[config.mk]
export PLATFORM = sky130hd
export DESIGN_NAME = sorted_priority_queue
export DESIGN_NICKNAME = d
export VERILOG_FILES = /design/src/rtl/spq_pkg.sv /design/src/rtl/sorted_priority_queue.sv /design/src/rtl/spq_cell.sv
export SDC_FILE = /design/constraint.sdc
export NUM_CORES = 2
export LEC_CHECK = 0
export ABC_CLOCK_PERIOD_IN_PS = 12600
export BUFFER_PORTS_ARGS = -buffer_cell sky130_fd_sc_hd__buf_2
export CAP_MARGIN = 20
export CORE_AREA = 2 2 411 413
export DETAILED_ROUTE_END_ITERATION = 10
export DIE_AREA = 0 0 413 415
export PLACE_DENSITY_LB_ADDON = 0.3
export SYNTH_ARGS = -nofsm -noshare
export SYNTH_HDL_FRONTEND = slang
export SYNTH_SLANG_ARGS = --single-unit
[constraint.sdc]
create_clock -name clock -period 12.6 [get_ports clock]
set_clock_uncertainty 0.05 [all_clocks]
set_input_delay 0.63 -clock clock [delete_from_list [all_inputs] [get_ports clock]]
set_output_delay 0.63 -clock clock [all_outputs]
set_load 0.03 [all_outputs]
[src/rtl/spq_pkg.sv]
package spq_pkg;

   localparam int CAPACITY = 16;

   localparam logic OP_ENQUEUE = 1'b0;
   localparam logic OP_DEQUEUE = 1'b1;

   typedef struct packed {
      logic               opcode;
      logic signed [31:0] item_value;
      logic [15:0]        item_priority;
   } req_type;

   typedef struct packed {
      logic signed [31:0] removed_value;
      logic signed [31:0] front_value;
      logic               is_empty;
      logic               is_full;
      logic               dropped;
   } rsp_type;

   typedef struct packed {
      logic               valid;
      logic [15:0]        priority_num;
      logic signed [31:0] value;
   } entry_type;

   typedef struct packed {
      logic               enq;
      logic               deq;
      logic [15:0]        priority_num;
      logic signed [31:0] value;
   } cmd_type;

endpackage

[src/rtl/sorted_priority_queue.sv]
// Bounded priority queue of CAPACITY entries, kept sorted by ascending priority.
// Input channel req_*: one transaction is an enqueue (value with priority) or a
// dequeue of the front entry. Equal priorities leave in arrival order.
// Result channel rsp_*: exactly one transaction per input transaction, giving
// the removed value, the front value after the operation and the empty, full
// and dropped flags. An enqueue into a full queue is dropped and flagged.
// Storage is a row of identical cells; every cell compares its priority with
// the incoming one and shifts toward or away from the front in the same cycle.
// The result is registered and appears in the cycle after the input transaction.
// Throughput: one transaction per cycle while req_stall is low, set by the cell update.
// The output register lets a new input be taken while a result is pending as
// long as that result is taken in the same cycle; while rsp_stall holds a
// pending result, req_stall is high and the queue contents hold.
// Reset empties the queue and clears rsp_valid; stored payload is not cleared.
module sorted_priority_queue (
   input  logic             clock,
   input  logic             reset,
   input  logic             req_valid,
   output logic             req_stall,
   input  spq_pkg::req_type req_data,
   output logic             rsp_valid,
   input  logic             rsp_stall,
   output spq_pkg::rsp_type rsp_data
);
   import spq_pkg::*;

   entry_type entries     [CAPACITY];
   entry_type entries_nxt [CAPACITY];
   logic      cmps        [CAPACITY];
   cmd_type   cmd;

   logic    req_accept;
   logic    full_now;
   logic    rsp_valid_ff, rsp_valid_in;
   rsp_type rsp_data_ff, rsp_data_in;

   assign req_stall  = rsp_valid_ff && rsp_stall;
   assign req_accept = req_valid && !req_stall;
   assign full_now   = entries[CAPACITY-1].valid;

   always_comb begin
      cmd.enq          = req_accept && (req_data.opcode == OP_ENQUEUE) && !full_now;
      cmd.deq          = req_accept && (req_data.opcode == OP_DEQUEUE);
      cmd.priority_num = req_data.item_priority;
      cmd.value        = req_data.item_value;
   end

   for (genvar i = 0; i < CAPACITY; i++) begin : g_cell
      logic      l_cmp;
      entry_type l_entry;
      entry_type r_entry;
      if (i == 0) begin : g_first
         assign l_cmp   = 1'b0;
         assign l_entry = '0;
      end else begin : g_mid
         assign l_cmp   = cmps[i-1];
         assign l_entry = entries[i-1];
      end
      if (i == CAPACITY - 1) begin : g_last
         assign r_entry = '0;
      end else begin : g_inner
         assign r_entry = entries[i+1];
      end
      spq_cell u_cell (
         .clock       (clock),
         .reset       (reset),
         .cmd         (cmd),
         .left_cmp    (l_cmp),
         .left_entry  (l_entry),
         .right_entry (r_entry),
         .cmp         (cmps[i]),
         .entry       (entries[i]),
         .entry_next  (entries_nxt[i])
      );
   end

   always_comb begin
      rsp_data_in.removed_value = (cmd.deq && entries[0].valid) ? entries[0].value : 32'sd0;
      rsp_data_in.front_value   = entries_nxt[0].valid ? entries_nxt[0].value : 32'sd0;
      rsp_data_in.is_empty      = !entries_nxt[0].valid;
      rsp_data_in.is_full       = entries_nxt[CAPACITY-1].valid;
      rsp_data_in.dropped       = (req_data.opcode == OP_ENQUEUE) && full_now;
   end

   assign rsp_valid_in = req_accept || (rsp_valid_ff && rsp_stall);

   always_ff @(posedge clock) begin
      if (req_accept) begin
         rsp_data_ff <= rsp_data_in;
      end
      if (reset) begin
         rsp_valid_ff <= 1'b0;
      end else begin
         rsp_valid_ff <= rsp_valid_in;
      end
   end

   assign rsp_valid = rsp_valid_ff;
   assign rsp_data  = rsp_data_ff;

endmodule

[src/rtl/spq_cell.sv]
module spq_cell (
   input  logic               clock,
   input  logic               reset,
   input  spq_pkg::cmd_type   cmd,
   input  logic               left_cmp,
   input  spq_pkg::entry_type left_entry,
   input  spq_pkg::entry_type right_entry,
   output logic               cmp,
   output spq_pkg::entry_type entry,
   output spq_pkg::entry_type entry_next
);
   import spq_pkg::*;

   entry_type entry_ff;
   entry_type entry_in;
   entry_type new_entry;

   assign new_entry = '{valid: 1'b1, priority_num: cmd.priority_num, value: cmd.value};

   // new item goes in front of this cell
   assign cmp = !entry_ff.valid || (entry_ff.priority_num > cmd.priority_num);

   always_comb begin
      entry_in = entry_ff;
      if (cmd.enq) begin
         if (cmp) begin
            entry_in = left_cmp ? left_entry : new_entry;
         end
      end else if (cmd.deq) begin
         entry_in = right_entry;
      end
   end

   always_ff @(posedge clock) begin
      entry_ff.priority_num <= entry_in.priority_num;
      entry_ff.value        <= entry_in.value;
      if (reset) begin
         entry_ff.valid <= 1'b0;
      end else begin
         entry_ff.valid <= entry_in.valid;
      end
   end

   assign entry      = entry_ff;
   assign entry_next = entry_in;

endmodule

==> summary.md <==
| Metric | Value |
|---|---|
| Status | `completed` |
| Most common cell after layout, fill and taps aside | `sky130_fd_sc_hd__nand2_1` |
| Wire length of the first global-routing pass | `370000 um` |
| Worst slew margin | `0.141` |
| Family with the most delay on the worst path | `buffers and inverters` |
| Placed Cells | `8870` |
| Leftover overflow at the end of global routing | `0` |
| Maximum VDD drop | `0.105 mV` |
| Critical path launch point type | `register` |
| Root buffer cell | `sky130_fd_sc_hd__clkbuf_16` |
| Final design instance area without fill | `70500 um2` |
| Largest fanout on the critical path | `239` |
| Data required time of the worst path | `13.05 ns` |
| Number of DRC markers in iteration 0 | `9165` |
| Number of global-route vias before repair | `61.1k` |
| Final Wtd Congestion | `0.868` |
| Total length of routed wires | `235000 um` |
| Most area-consuming cells after synthesis | `sky130_fd_sc_hd__edfxtp_1 (36%), sky130_fd_sc_hd__a221oi_1 (8.9%), sky130_fd_sc_hd__a311oi_1 (8.7%), sky130_fd_sc_hd__nand2_1 (5.6%), sky130_fd_sc_hd__clkbuf_1 (4.9%)` |
| First-pass DRT Iterations | `7` |
| Commonest cells after routing, fill and taps aside | `sky130_fd_sc_hd__nand2_1 (981), sky130_fd_sc_hd__edfxtp_1 (803), sky130_fd_sc_hd__nor2_1 (723), sky130_fd_sc_hd__a311oi_1 (659), sky130_fd_sc_hd__a221oi_1 (659)` |
| Fraction of final layout cells with drive strength greater than 1 | `0.143` |
| Share of the synthesized area in the top cell type | `0.363` |
| Unrepaired setup endpoints after global routing | `false` |
| Number of vias after detailed routing | `65.0k` |
| Fin util | `0.423` |
| Switching part of the total | `0.347` |
| Proportion of synthesized chip area in sequential cells | `0.378` |
| Yosys top cell by area | `sky130_fd_sc_hd__edfxtp_1` |
| I/O Buffers | `121` |
| Part of the power in the clock network | `0.322` |
| Power per Cell Area | `130 nW/um2` |
| Worst Setup Slack, final | `7.60 ns` |
| CP max stage delay | `0.83 ns` |
| Dpl hpwl | `153000 um` |
| Via density per instance | `7.17` |
| Portion of total power attributed to sequential cells | `0.429` |
| Placed Instance Area | `67100 um2` |
| Count of buffering cells on the critical path with inverters included | `3` |
| Number of nets in the synthesized netlist | `7772` |
| Slowest library cell on the worst path | `sky130_fd_sc_hd__buf_4` |
| Number of buffers created by CTS | `103` |
| Number of buffers inserted to repair setup after CTS | `0` |
| Largest net degree at the start of global routing | `255` |
| Clock net sink count | `852` |
| Count of standard-cell rows | `150` |
| Number of nets still failing antenna checks after routing | `0` |
| Lkg Pwr | `23.7 nW` |
| Clk Latency, worst-skew pair | `0.74 ns` |
| Pre-CTS WS | `7.29 ns` |
| Area growth, synth to finish | `6.24%` |
| Finish-stage setup viols | `0` |
| IO Pins | `122` |
| Setup CP Type | `register to register` |
| Worst-margin pin slew | `1.29 ns` |
| Number of synthesis warnings | `0` |
| Pint | `6.00 mW` |
| Global Route Usage Sum | `0.260` |
| Final cycle utilization of the critical path | `0.397` |
| Post-synth top flop | `sky130_fd_sc_hd__edfxtp_1` |
| Number of slew-limit violations in the final report | `0` |
| Number of hold violations in the final report | `0` |
| Clock-pin slew of the registers on the worst-case setup and hold paths | `0.06 ns` |
| CTS Hold Bufs | `0` |
| Starting density of the core | `0.398` |
| Shortest period the worst path allows | `5.00 ns` |
| Net switching power | `3.18 mW` |
| Setup TNS after final layout | `0 ns` |
| Core Area | `167000 um2` |
| Horizontal die dimension | `413 um` |
| Hold crit path type | `input pin to register` |
| Number of nets in the final layout | `7072` |
| Critical Path End Type | `register` |
| Highest achievable clock rate | `200 MHz` |
| H-tree levels | `3` |
| WP data arrival | `5.45 ns` |
| Post-Synthesis Cells | `7479` |
| Final std cells w/o fill | `9070` |
| Die outline area | `171000 um2` |
| Gate power share | `0.249` |
| Clock tree from TritonCTS | `done` |
| Post-Synthesis Mean Instance Area | `8.88 um2` |
| Fraction of synthesis flops using an asynchronous set or reset pin | `0` |
| Maximum buffer depth of the clock tree | `3` |
| Mapped Area | `66400 um2` |
| Reported max-cap violation count | `0` |
| Flop and latch count out of synthesis | `852` |
| Synth cell types | `60` |
| Routed wirelength normalized by instance count | `25.9 um` |
| Antenna violations before repair | `4` |
| Number of enable-type register cells in the synthesized netlist | `803` |
| Height of the chip | `415 um` |
| Cells traversed along the worst timing path | `a21bo_2 > inv_4 > nand2_8 > buf_4 > buf_12 > a31oi_1 > o2111a_1` |
| Post-route DRC violation count | `0` |
| Post-cts resize count | `0` |
==> state kept, by name, indices dropped and copies added, names as in the netlist <==
signal,count
rsp_data,67
rsp_valid,1
g_cell.u_cell.entry,784
==> synthesized netlist by cell type (all sizes together), types with 47 or more instances <==
library cell,instances
nand4,119
a31o,49
o21ai,58
nand3,168
a221oi,673
nor3b,47
ha,240
a21oi,153
or2,392
inv,48
buf,233
a311oi,659
o311ai,403
edfxtp,803
dfxtp,49
o221ai,228
and3,94
a31oi,98
nor2,725
nor3,121
nand2,984
clkbuf,867
==> tightest hold or removal path, delay by kind of cell <==
kind,cells,cell delay [ns]
buffers and inverters,1,0.08
AND/OR/NAND/NOR,2,0.11
==> per-stage QoR <==
stage               hold slack (ns)  total power, mW
detailed placement            0.546             6.20
global route                 0.0644             9.55
finish                       0.0700             9.19
global placement              0.538             6.12
floorplan                     0.500             5.49
CTS                          0.0381             9.14
==> power by group through the flow <==
stage | Combinational [mW] | Sequential, mW | Clock (mW)
6_report | 2.29 | 3.94 | 2.96
3_5_place_dp | 2.21 | 3.99 | 0
3_3_place_gp | 2.14 | 3.98 | 0
2_1_floorplan | 1.64 | 3.84 | 0
5_1_grt | 2.49 | 3.98 | 3.09
4_1_cts | 2.21 | 3.93 | 2.99
==> routing by layer <==
layer | up-vias | track usage | part of all wire
met3 | 338 | 0.0477 | 0.10
li1 | 28781 | - | -
met1 | 31780 | 0.379 | 0.43
met5 | - | 0 | 0.000055
met2 | 4128 | 0.397 | 0.45
met4 | 2 | 0.0586 | 0.018
==> path summary, 6_finish.rpt <==
path	start	end	slack [ns]	cells after the start
setup reg to reg	rsp_valid	rsp_data[26]	7.60	7
hold / removal	req_valid	rsp_valid	0.07	3
setup / recovery	rsp_valid	rsp_data[26]	7.60	7
hold reg to reg	g_cell[13].u_cell.entry[32]	g_cell[14].u_cell.entry[32]	0.56	1
==> cells by family (layout without fill, tap and decap cells) <==
| kind of cell | after synthesis | in the layout | synth area share |
|---|---|---|---|
| buf+inv | 1149 | 531 | 0.0705 |
| compound gates | 2483 | 2483 | 0.314 |
| simple gates | 2755 | 2755 | 0.192 |
| fa+ha+maj | 240 | 240 | 0.0452 |
| flops | 852 | 852 | 0.378 |
| other cells | 0 | 5 | 0 |
==> area by class of cell <==
type	count	area [um2]
fill	15939	96100
multi-input combinational	5478	37000
sequential	852	25100
clock buffer	143	2850
tap	2204	2760
timing repair buffer	295	2250
clock inverter	44	333
inverter	49	186
antenna	5	12.5
Power figures use the tool's default switching activity.
